<file path="config.mk">
export PLATFORM = sky130hd
export DESIGN_NAME = websocket_frame_header_parser_unit
export DESIGN_NICKNAME = d
export VERILOG_FILES = /design/src/wsfhp_pkg.sv /design/src/wsfhp_parse.sv /design/src/websocket_frame_header_parser_unit.sv
export VERILOG_INCLUDE_DIRS = /design/src /design/src/src
export SDC_FILE = /design/constraint.sdc
export NUM_CORES = 1
export LEC_CHECK = 0
export BUFFER_PORTS_ARGS = -buffer_cell sky130_fd_sc_hd__buf_2
export CORE_ASPECT_RATIO = 1.5
export CORE_MARGIN = 4
export CORE_UTILIZATION = 55
export DETAILED_ROUTE_END_ITERATION = 10
export PLACE_DENSITY = 0.7
export SYNTH_ARGS = -nofsm -noshare
export SYNTH_HDL_FRONTEND = slang
export SYNTH_SLANG_ARGS = --single-unit
</file>
<file path="constraint.sdc">
create_clock -name clk -period 13.2 [get_ports clk]
set_clock_uncertainty 0.1 [all_clocks]
set_input_delay 2.64 -clock clk [delete_from_list [all_inputs] [get_ports clk]]
set_output_delay 2.64 -clock clk [all_outputs]
set_load 0.02 [all_outputs]
</file>
<file path="src/websocket_frame_header_parser_unit_defines.svh">
// ---------------------------------------------------------------------------
// websocket frame header parser unit - assertion macros
// shared concurrent assertion forms used by the parser rtl
// ---------------------------------------------------------------------------
`ifndef WEBSOCKET_FRAME_HEADER_PARSER_UNIT_DEFINES_SVH
`define WEBSOCKET_FRAME_HEADER_PARSER_UNIT_DEFINES_SVH

// same-cycle implication, disabled during reset
`define WSFHP_ASSERT_NOW(name, clk, rst_n, ante, cons) \
  name: assert property (@(posedge clk) disable iff (!rst_n) (ante) |-> (cons)) \
    else $error("wsfhp same-cycle check failed");

// next-cycle implication, disabled during reset
`define WSFHP_ASSERT_NEXT(name, clk, rst_n, ante, cons) \
  name: assert property (@(posedge clk) disable iff (!rst_n) (ante) |=> (cons)) \
    else $error("wsfhp next-cycle check failed");

`endif

</file>
<file path="src/wsfhp_pkg.sv">
// ---------------------------------------------------------------------------
// wsfhp_pkg
// types and codes shared by the websocket frame header parser files
// ---------------------------------------------------------------------------
package wsfhp_pkg;

  localparam int TDATA_W = 120;
  localparam int TUSER_W = 2;

  localparam logic [1:0] KIND_HEADER  = 2'd0;
  localparam logic [1:0] KIND_PAYLOAD = 2'd1;
  localparam logic [1:0] KIND_ERROR   = 2'd2;

  localparam logic [2:0] ERR_RSV_BIT   = 3'd0;
  localparam logic [2:0] ERR_RSV_OP    = 3'd1;
  localparam logic [2:0] ERR_LEN_TOP   = 3'd2;
  localparam logic [2:0] ERR_CTRL_LONG = 3'd3;
  localparam logic [2:0] ERR_CTRL_FRAG = 3'd4;

  typedef struct packed {
    logic [1:0]  kind;
    logic        fin;
    logic [3:0]  opcode;
    logic        mask;
    logic [31:0] key;
    logic [62:0] plen;
    logic [3:0]  hlen;
    logic [7:0]  data;
    logic        last;
    logic [2:0]  err;
  } result_t;

endpackage

</file>
<file path="src/wsfhp_parse.sv">
// ---------------------------------------------------------------------------
// wsfhp_parse
// frame state and single-pass decode of one stream byte into a result
// ---------------------------------------------------------------------------
module wsfhp_parse (
  input  logic                clk,
  input  logic                rst_n,
  input  logic                step_en,
  input  logic [7:0]          byte_in,
  output logic                res_valid,
  output wsfhp_pkg::result_t  res
);
  import wsfhp_pkg::*;

  localparam logic [2:0] PH_FIRST   = 3'd0;
  localparam logic [2:0] PH_SECOND  = 3'd1;
  localparam logic [2:0] PH_EXT     = 3'd2;
  localparam logic [2:0] PH_KEY     = 3'd3;
  localparam logic [2:0] PH_PAYLOAD = 3'd4;
  localparam logic [2:0] PH_HALT    = 3'd5;

  logic [2:0]  phase_r, phase_nxt;
  logic [7:0]  first_r, first_nxt;
  logic        mask_r, mask_nxt;
  logic [3:0]  ext_r, ext_nxt;
  logic [63:0] len_r, len_nxt;
  logic [31:0] key_r, key_nxt;
  logic [62:0] rem_r, rem_nxt;
  logic [3:0]  hc_r, hc_nxt;

  always_comb begin
    logic        known;
    logic        hdr;
    logic [63:0] k_len;
    logic [31:0] h_key;
    logic        h_mask;

    phase_nxt = phase_r;
    first_nxt = first_r;
    mask_nxt  = mask_r;
    ext_nxt   = ext_r;
    len_nxt   = len_r;
    key_nxt   = key_r;
    rem_nxt   = rem_r;
    hc_nxt    = hc_r;
    res_valid = 1'b0;
    res       = '0;
    known     = 1'b0;
    hdr       = 1'b0;
    k_len     = len_r;
    h_key     = key_r;
    h_mask    = mask_r;

    case (phase_r)
      PH_FIRST: begin
        first_nxt = byte_in;
        hc_nxt    = 4'd1;
        mask_nxt  = 1'b0;
        ext_nxt   = 4'd0;
        len_nxt   = '0;
        key_nxt   = '0;
        rem_nxt   = '0;
        phase_nxt = PH_SECOND;
      end
      PH_SECOND: begin
        hc_nxt   = 4'd2;
        mask_nxt = byte_in[7];
        h_mask   = byte_in[7];
        if (first_r[6:4] != 3'd0) begin
          res_valid = 1'b1;
          res.kind  = KIND_ERROR;
          res.err   = ERR_RSV_BIT;
          phase_nxt = PH_HALT;
        end else if ((first_r[3:0] > 4'h2 && first_r[3:0] < 4'h8) ||
                     first_r[3:0] > 4'hA) begin
          res_valid = 1'b1;
          res.kind  = KIND_ERROR;
          res.err   = ERR_RSV_OP;
          phase_nxt = PH_HALT;
        end else if (byte_in[6:0] < 7'd126) begin
          len_nxt = {57'd0, byte_in[6:0]};
          k_len   = {57'd0, byte_in[6:0]};
          known   = 1'b1;
        end else begin
          len_nxt   = '0;
          ext_nxt   = (byte_in[6:0] == 7'd126) ? 4'd2 : 4'd8;
          phase_nxt = PH_EXT;
        end
      end
      PH_EXT: begin
        len_nxt = {len_r[55:0], byte_in};
        k_len   = {len_r[55:0], byte_in};
        hc_nxt  = hc_r + 4'd1;
        ext_nxt = (ext_r != 4'd0) ? ext_r - 4'd1 : ext_r;
        if (ext_nxt == 4'd0) begin
          if (k_len[63]) begin
            res_valid = 1'b1;
            res.kind  = KIND_ERROR;
            res.err   = ERR_LEN_TOP;
            phase_nxt = PH_HALT;
          end else begin
            known = 1'b1;
          end
        end
      end
      PH_KEY: begin
        key_nxt = {key_r[23:0], byte_in};
        h_key   = {key_r[23:0], byte_in};
        hc_nxt  = hc_r + 4'd1;
        ext_nxt = (ext_r != 4'd0) ? ext_r - 4'd1 : ext_r;
        if (ext_nxt == 4'd0) begin
          hdr = 1'b1;
        end
      end
      PH_PAYLOAD: begin
        res_valid = 1'b1;
        res.kind  = KIND_PAYLOAD;
        res.data  = byte_in;
        rem_nxt   = (rem_r != '0) ? rem_r - 63'd1 : rem_r;
        if (rem_nxt == '0) begin
          res.last  = 1'b1;
          phase_nxt = PH_FIRST;
        end
      end
      default: begin
        // halted after an error: bytes are swallowed until reset
      end
    endcase

    // length now known: control frame checks, then key or header
    if (known) begin
      if (first_r[3] && (k_len[63:7] != '0 || k_len[6:0] > 7'd125)) begin
        res_valid = 1'b1;
        res.kind  = KIND_ERROR;
        res.err   = ERR_CTRL_LONG;
        phase_nxt = PH_HALT;
      end else if (first_r[3] && !first_r[7]) begin
        res_valid = 1'b1;
        res.kind  = KIND_ERROR;
        res.err   = ERR_CTRL_FRAG;
        phase_nxt = PH_HALT;
      end else if (h_mask) begin
        key_nxt   = '0;
        ext_nxt   = 4'd4;
        phase_nxt = PH_KEY;
      end else begin
        hdr = 1'b1;
      end
    end

    if (hdr) begin
      res_valid  = 1'b1;
      res.kind   = KIND_HEADER;
      res.fin    = first_r[7];
      res.opcode = first_r[3:0];
      res.mask   = h_mask;
      res.key    = h_mask ? h_key : 32'd0;
      res.plen   = k_len[62:0];
      res.hlen   = hc_nxt;
      res.last   = (k_len[62:0] == '0);
      if (k_len[62:0] == '0) begin
        phase_nxt = PH_FIRST;
      end else begin
        rem_nxt   = k_len[62:0];
        phase_nxt = PH_PAYLOAD;
      end
    end
  end

  always_ff @(posedge clk) begin
    if (!rst_n) begin
      phase_r <= PH_FIRST;
    end else if (step_en) begin
      phase_r <= phase_nxt;
    end
  end

  always_ff @(posedge clk) begin
    if (step_en) begin
      first_r <= first_nxt;
      mask_r  <= mask_nxt;
      ext_r   <= ext_nxt;
      len_r   <= len_nxt;
      key_r   <= key_nxt;
      rem_r   <= rem_nxt;
      hc_r    <= hc_nxt;
    end
  end

endmodule

</file>
<file path="src/websocket_frame_header_parser_unit.sv">
// ---------------------------------------------------------------------------
// websocket_frame_header_parser_unit
// receive-side websocket frame header parser with raw payload pass-through
// ---------------------------------------------------------------------------
// Takes one stream byte per transaction and sustains one byte per clock
// cycle while the output is not stalled. Each byte sits in an input
// register while the decode stage updates the frame state and forms at most
// one result, which lands in the output register: a result is presented
// from the output register after its byte has passed the input register.
// Header bytes that do not complete a header give no result. A protocol error
// gives one error result, after which all bytes are swallowed until reset.
// Back-pressure on the output stalls the decode stage only when it has a
// result to deliver.
`include "websocket_frame_header_parser_unit_defines.svh"

module websocket_frame_header_parser_unit (
  input  logic                          clk,
  input  logic                          rst_n,
  input  logic                          in_tvalid,
  output logic                          in_tready,
  input  logic [7:0]                    in_tdata,   // stream_byte
  output logic                          out_tvalid,
  input  logic                          out_tready,
  // fin_flag, frame_opcode, mask_present, masking_key, payload_bytes,
  // header_bytes, payload_data, error_code, zero pad
  output logic [wsfhp_pkg::TDATA_W-1:0] out_tdata,
  output logic [wsfhp_pkg::TUSER_W-1:0] out_tuser,  // result_kind
  output logic                          out_tlast   // frame_last
);
  import wsfhp_pkg::*;

  logic    s1_valid_r;
  logic    [7:0] s1_byte_r;
  logic    out_valid_r;
  result_t out_res_r;
  result_t res;
  logic    res_valid;
  logic    out_free;
  logic    step_en;

  assign out_free  = !out_valid_r || out_tready;
  assign step_en   = s1_valid_r && (!res_valid || out_free);
  assign in_tready = !s1_valid_r || step_en;

  wsfhp_parse u_parse (
    .clk       (clk),
    .rst_n     (rst_n),
    .step_en   (step_en),
    .byte_in   (s1_byte_r),
    .res_valid (res_valid),
    .res       (res)
  );

  always_ff @(posedge clk) begin
    if (!rst_n) begin
      s1_valid_r  <= 1'b0;
      out_valid_r <= 1'b0;
    end else begin
      if (in_tready) begin
        s1_valid_r <= in_tvalid;
      end
      if (step_en && res_valid) begin
        out_valid_r <= 1'b1;
      end else if (out_tready) begin
        out_valid_r <= 1'b0;
      end
    end
  end

  always_ff @(posedge clk) begin
    if (in_tready && in_tvalid) begin
      s1_byte_r <= in_tdata;
    end
    if (step_en && res_valid) begin
      out_res_r <= res;
    end
  end

  assign out_tvalid = out_valid_r;
  assign out_tuser  = out_res_r.kind;
  assign out_tlast  = out_res_r.last;
  assign out_tdata  = {4'd0, out_res_r.err, out_res_r.data, out_res_r.hlen,
                       out_res_r.plen, out_res_r.key, out_res_r.mask,
                       out_res_r.opcode, out_res_r.fin};

  // a pending result must never be overwritten while the output is stalled
  `WSFHP_ASSERT_NOW(a_no_overwrite, clk, rst_n, s1_valid_r && res_valid && !out_free, !step_en)
  `WSFHP_ASSERT_NEXT(a_accept_loads, clk, rst_n, in_tvalid && in_tready, s1_valid_r)
  `WSFHP_ASSERT_NOW(a_kind_legal, clk, rst_n, out_valid_r, out_res_r.kind != 2'd3)
  `WSFHP_ASSERT_NOW(a_err_not_last, clk, rst_n, out_valid_r && out_res_r.kind == KIND_ERROR, !out_res_r.last)
  `WSFHP_ASSERT_NOW(a_hdr_last, clk, rst_n, out_valid_r && out_res_r.kind == KIND_HEADER, out_res_r.last == (out_res_r.plen == '0))

endmodule
</file>
Yosys cells after proc, flatten, opt, wreduce, memory -nomap -nowiden

Index checks and enable logic that the tools add are counted.

Bits in registers: 308
Bits in latches: 0
RAM bits: 0
ROM bits: 0
Bits of input ports: 12
Output and inout port bits: 125
Word-level logic and storage cells: 153
Memories: 0

Add/sub/neg operators: 3
Multipliers: 0
Div/mod/pow operators: 0
Magnitude comparators: 5
Eq/ne operators: 7
Shift-type cells: 0
Muxes and demuxes: 86
Bitwise operators: 0
Reductions and logical operators: 31

Operator list:

| operator                | number |
|---|---|
| $mux W64                | 5 |
| $pmux W64 S3            | 1 |
| $mux W63                | 3 |
| $mux W32                | 5 |
| $pmux W64 S2            | 1 |
| $logic_not A63 Y1       | 2 |
| $pmux W63 S2            | 1 |
| $pmux W32 S2            | 1 |
| $reduce_bool A63 Y1     | 1 |
| $sub A63 B1 Y63 const B | 1 |
| $reduce_bool A57 Y1     | 1 |
| $mux W3                 | 17 |
| $mux W4                 | 9 |
| $mux W1                 | 26 |
| $pmux W4 S3             | 2 |
| $mux W2                 | 8 |
| $pmux W3 S4             | 1 |
| $eq A7 B7 Y1 const B    | 1 |
| $gt A7 B7 Y1 const B    | 1 |
| $lt A7 B7 Y1 const B    | 1 |
| $mux W7                 | 1 |
| $eq A3 B2 Y1 const B    | 2 |
| $logic_and A1 B1 Y1     | 6 |
| $pmux W2 S3             | 1 |
| 21 further kinds        | 34 |

Depth between registers and ports, before layout

Depth after elaboration: 17
Gate-level depth with buffers: 13
Gate-level depth less buffers: 11

Hierarchy

A second synthesis with hierarchy kept.

Cells, all modules: 1,432
Area total of the unflattened synthesis: 15,507.4 µm²

By module, submodules not included:

| module                             | instances | cells each | area each (µm²) | seq. area each (µm²) |
|---|---|---|---|---|
| wsfhp_parse                        | 1         | 1,288      | 11,542.3        | 5,104.9 |
| websocket_frame_header_parser_unit | 1         | 144        | 3,965.1         | 3,853.7 |

Worst setup path after synthesis

OpenSTA, ideal clock, no wires.

Kind: register -> register
Start: register u_parse.phase_r[1]
End: register u_parse.len_r[0] (enable)
Library setup time: 0.429 ns
Arrival: 8.299 ns
Data required time: 12.671 ns
Slack: 4.372 ns
Stages on the path, launching flop included: 10
Path buffers: 2
Period minus slack after synthesis: 8.828 ns
Path through: dfxtp_1 > or3b_1 > clkbuf_1 > clkbuf_1 > o31ai_1 > o21ai_0 > o41ai_1 > nand2_1 > o21ai_1 > and3_1

Longest elaborated chain between the ends: 12
Elaborated cells between the ends (all ways): 29
Classes of those cells: order compare (1); eq/ne (6); mux (13); reduce/logical (9)

Ends and longest elaborated chain:

| element                                                    | RTL line                                 | RTL |
|---|---|---|
| from (decl)                                                | wsfhp_parse.sv:22                        | `logic [2:0] phase_r, phase_nxt;` |
| from (signal assigned)                                     | wsfhp_parse.sv:174                       | `phase_r <= phase_nxt;` |
| $eq A3 B2 Y1 / $eq A3 B1 Y1 (equally long branches)        | wsfhp_parse.sv:54                        | `case (phase_r)` |
| $pmux W64 S2                                               | wsfhp_parse.sv:54                        |  |
| $gt A7 B7 Y1 / $reduce_bool A57 Y1 (equally long branches) | wsfhp_parse.sv:132                       | `if (first_r[3] && (k_len[63:7] != '0 \|\| k_len[6:0] > 7'd125)) begin` |
| $logic_or A1 B1 Y1                                         | wsfhp_parse.sv:132                       |  |
| $logic_and A1 B1 Y1                                        | wsfhp_parse.sv:132                       |  |
| $mux W1                                                    | wsfhp_parse.sv:132                       |  |
| $mux W1                                                    | wsfhp_parse.sv:131                       | `if (known) begin` |
| $mux W1 *                                                  | wsfhp_parse.sv:151                       | `if (hdr) begin` |
| $logic_not A1 Y1 *                                         | websocket_frame_header_parser_unit.sv:42 | `assign step_en = s1_valid_r && (!res_valid \|\| out_free);` |
| $logic_or A1 B1 Y1 *                                       | websocket_frame_header_parser_unit.sv:42 |  |
| $logic_and A1 B1 Y1 *                                      | websocket_frame_header_parser_unit.sv:42 |  |
| net step_en                                                | websocket_frame_header_parser_unit.sv:39 | `logic step_en;` |
| $reduce_and A4 Y1 (no source line) *                       | --                                       |  |
| to (signal assigned)                                       | wsfhp_parse.sv:183                       | `len_r <= len_nxt;` |
| to (decl)                                                  | wsfhp_parse.sv:26                        | `logic [63:0] len_r, len_nxt;` |

The timed path passes the listed nets; every way through them passes the cells marked *.
A chain may end at the register's enable or synchronous reset.

Worst setup path in the final report

Start: register u_parse.phase_r[1]
End: output in_tready

Longest elaborated chain between the ends: 12
Elaborated cells between the ends (all ways): 25
Classes of those cells: order compare (1); eq/ne (4); mux (13); reduce/logical (7)

Ends and longest elaborated chain:

| element                                                    | RTL line                                 | RTL |
|---|---|---|
| $eq A3 B2 Y1 / $eq A3 B1 Y1 (equally long branches)        | wsfhp_parse.sv:54                        |  |
| $pmux W64 S2                                               | wsfhp_parse.sv:54                        |  |
| $gt A7 B7 Y1 / $reduce_bool A57 Y1 (equally long branches) | wsfhp_parse.sv:132                       |  |
| $logic_or A1 B1 Y1                                         | wsfhp_parse.sv:132                       |  |
| $logic_and A1 B1 Y1                                        | wsfhp_parse.sv:132                       |  |
| $mux W1                                                    | wsfhp_parse.sv:132                       |  |
| $mux W1                                                    | wsfhp_parse.sv:131                       |  |
| $mux W1 *                                                  | wsfhp_parse.sv:151                       |  |
| $logic_not A1 Y1 *                                         | websocket_frame_header_parser_unit.sv:42 |  |
| $logic_or A1 B1 Y1 *                                       | websocket_frame_header_parser_unit.sv:42 |  |
| $logic_and A1 B1 Y1 *                                      | websocket_frame_header_parser_unit.sv:42 |  |
| $logic_or A1 B1 Y1 *                                       | websocket_frame_header_parser_unit.sv:43 | `assign in_tready = !s1_valid_r \|\| step_en;` |
| to (decl)                                                  | websocket_frame_header_parser_unit.sv:20 | `output logic in_tready,` |

Every way passes the cells marked *; elsewhere a longest branch is shown, timed or not.

==> qor.txt <==
initial antenna violation count -> 0
status -> complete, no violations
Ports -> 137
Top delay family on crit path -> simple AND/OR/NAND/NOR gates
Crit Path Max Fanout -> 41
FP Rows -> 75
Core Util, Final -> 0.6192
Residual DRC -> 0
cts-stage hold buffer count -> 0
Final min period -> 7064 ps
most common cell after layout, fill and taps aside -> edfxtp_1
Sw Share -> 0.2788
Final Slew Violations -> 0
GRT Overall Usage -> 0.3257
ANT nets after route -> 0
routability cong. -> 0.9906
Synth cell types -> 80
largest net degree at the start of global routing -> 105
Hold Vio Cnt, Final -> 0
Max Cap Viol -> 0
Max Clk Rate -> 141.6 MHz
Initial Util -> 0.5618
crit end category -> primary output
initial drt markers -> 1157
Sink Count -> 300
sequential share of the synthesized area -> 0.5665
drt total wl -> 52580 µm
Die H -> 215.7 µm
final setup fails -> 0
relative slew slack -> 0.2183
setup TNS -> 0 ps
WS Path Type -> flip-flop to primary output
TritonCTS buffer count -> 28
total power -> 2231 µW
Post-DP Area -> 16590 µm²
Gates resized, CTS repair -> 0
post-CTS setup buffer count -> 0
CP arrival -> 4320 ps
worst skew pair latency -> 570 ps
Area Growth Syn to Fin -> 10.21%
post-synthesis instance total -> 1461
drt wl/cell -> 27.66 µm
layout cells sized above 1 -> 0.1614
Ys Warns -> 0
FF+latch count, synth -> 300
core area -> 28150 µm²
CP Buf/Inv Count -> 2
vias per cell -> 6.619
post-route setup slack -> 6136 ps
clk buf depth -> 3
DIE AREA -> 31590 µm²
Congestion Overflow GR -> 0
P_leak -> 0.006057 µW
Power per Cell Area -> 128.0 nW/µm²
Pint -> 1609 µW
DRT Pass-1 Iters -> 5
Nets -> 1550
CP Cell Sequence -> or3b_1, o21a_1, buf_4, o2bb2ai_1, o41ai_1, nand4_1, nand3_1, buf_2
post-place setup slack -> 6799 ps
TritonCTS clock tree -> yes
dpl hpwl -> 38750 µm
vias -> 12580
Fill cells -> 2302
clk root buf -> clkbuf_16
Worst Hold Class -> flip-flop to flip-flop
worst endpoint required time -> 10460 ps
asr flop ratio synth -> 0
number of synthesized flops with an enable pin -> 295
Synth Cell Area -> 15820 µm²
critical path's slowest cell -> or3b_1
Tcrit/Tclk final -> 0.5351
vias in the first global route -> 12410
largest stage delay on the critical path -> 880 ps
global-route wire length before repair -> 77890 µm
Worst setup SP type -> flip-flop
RSZ-0062 raised after global routing -> no
switching power -> 622.0 µW
Final Instance Area -> 17430 µm²
Max H-tree Level -> 1
clock network power share -> 0.340
Reg power frac -> 0.542
peak supply drop -> 111.0 µV
DIE WIDTH -> 146.5 µm
Ant. Diodes -> 0
I/O Buffers -> 132
Mean Syn Cell Area -> 10.82 µm²
Reg clk slew, reported paths -> 70 ps
combinational share of power -> 0.119
ys flop type -> edfxtp_1
Worst Max-Slew Pin Slew -> 1162 ps
most frequent cells in the layout -> edfxtp_1, nor2_1, buf_2
[flip-flops by register name (all words and copies together) (netlist names)]
name             flops
out_tdata          116
u_parse.len_r       64
u_parse.rem_r       63
u_parse.key_r       24
s1_byte_r            8
u_parse.first_r      8
u_parse.ext_r        4
u_parse.hc_r         4
u_parse.phase_r      3
out_tuser            2
out_tlast            1
out_tvalid           1
s1_valid_r           1
u_parse.mask_r       1
[final cells by class]
cell class | count | area [µm²] | area share
Sequential cell | 300 | 8960 | 0.5140
Multi-Input combinational cell | 1045 | 6384 | 0.3662
Timing Repair Buffer | 147 | 773.2 | 0.04436
Clock buffer | 34 | 744.5 | 0.04271
Tap cell | 346 | 432.9 | 0.02484
Clock inverter | 17 | 91.34 | 0.005240
Inverter | 12 | 45.04 | 0.002584
[kinds of logic after synthesis]
logic type	Yosys count	synth area share
buf+inv	119	0.03315
fa+ha+maj	4	0.003165
compound gates	353	0.1449
flops	300	0.5665
mux	37	0.02508
simple gates	624	0.2142
other cells	1	0.0002371
xor+xnor	23	0.01274
[routing by layer]
metal  track usage  share of wire  vias to the layer above
li1              -              -                     5724
met1        0.3741           0.36                     6192
met2        0.5863           0.52                      518
met3       0.03567          0.051                      148
met4        0.1877          0.067                        0
met5             0              0                        -
[final timing paths]
path | startpoint | endpoint | slack (ps) | cells past startpoint
setup / recovery | u_parse.phase_r[1]$_SDFFE_PN0P_ | in_tready | 6140 | 8
hold / removal | u_parse.key_r[22]$_DFFE_PP_ | out_tdata[36]$_SDFFCE_PN0P_ | 460 | 1
setup reg to reg | u_parse.phase_r[1]$_SDFFE_PN0P_ | u_parse.len_r[51]$_DFFE_PP_ | 7430 | 9
hold reg to reg | u_parse.key_r[22]$_DFFE_PP_ | out_tdata[36]$_SDFFCE_PN0P_ | 460 | 1
[cells in the mapped netlist, drive strengths merged (13+ instances only)]
| master | instances | area [µm²] |
|---|---|---|
| mux2i | 16 | 160.2 |
| nand4 | 29 | 181.4 |
| a21oi | 123 | 615.6 |
| o22ai | 27 | 168.9 |
| edfxtp | 295 | 8859 |
| a22oi | 45 | 337.8 |
| nor2 | 185 | 704.4 |
| or4 | 14 | 116.4 |
| and2 | 101 | 631.9 |
| nand2 | 71 | 274.0 |
| nor3 | 54 | 285.3 |
| or3 | 26 | 167.7 |
| o21ai | 49 | 271.5 |
| a221oi | 24 | 216.5 |
| clkbuf | 79 | 297.8 |
| and3 | 20 | 125.1 |
| mux2 | 21 | 236.5 |
| buf | 28 | 181.4 |
| nor4 | 49 | 415.4 |
| xnor2 | 13 | 113.9 |
| nand3 | 28 | 145.1 |
| o31ai | 13 | 97.59 |
[power groups by stage]
stage	combinational, µW	sequential [µW]	clock, µW
floorplan	186	1200	0
global placement	259	1220	0
detailed placement	262	1220	0
CTS	263	1200	770
global route	286	1210	808
finish	265	1210	758
[stage by stage]
step	cells	hold slack, ps
3_5_place_dp	1850	449.3
3_3_place_gp	1850	445.3
6_report	1901	464.4
5_1_grt	1901	499.0
2_1_floorplan	1464	408.1
4_1_cts	1901	476.7
Note: power is estimated with default switching activity, not from simulation.
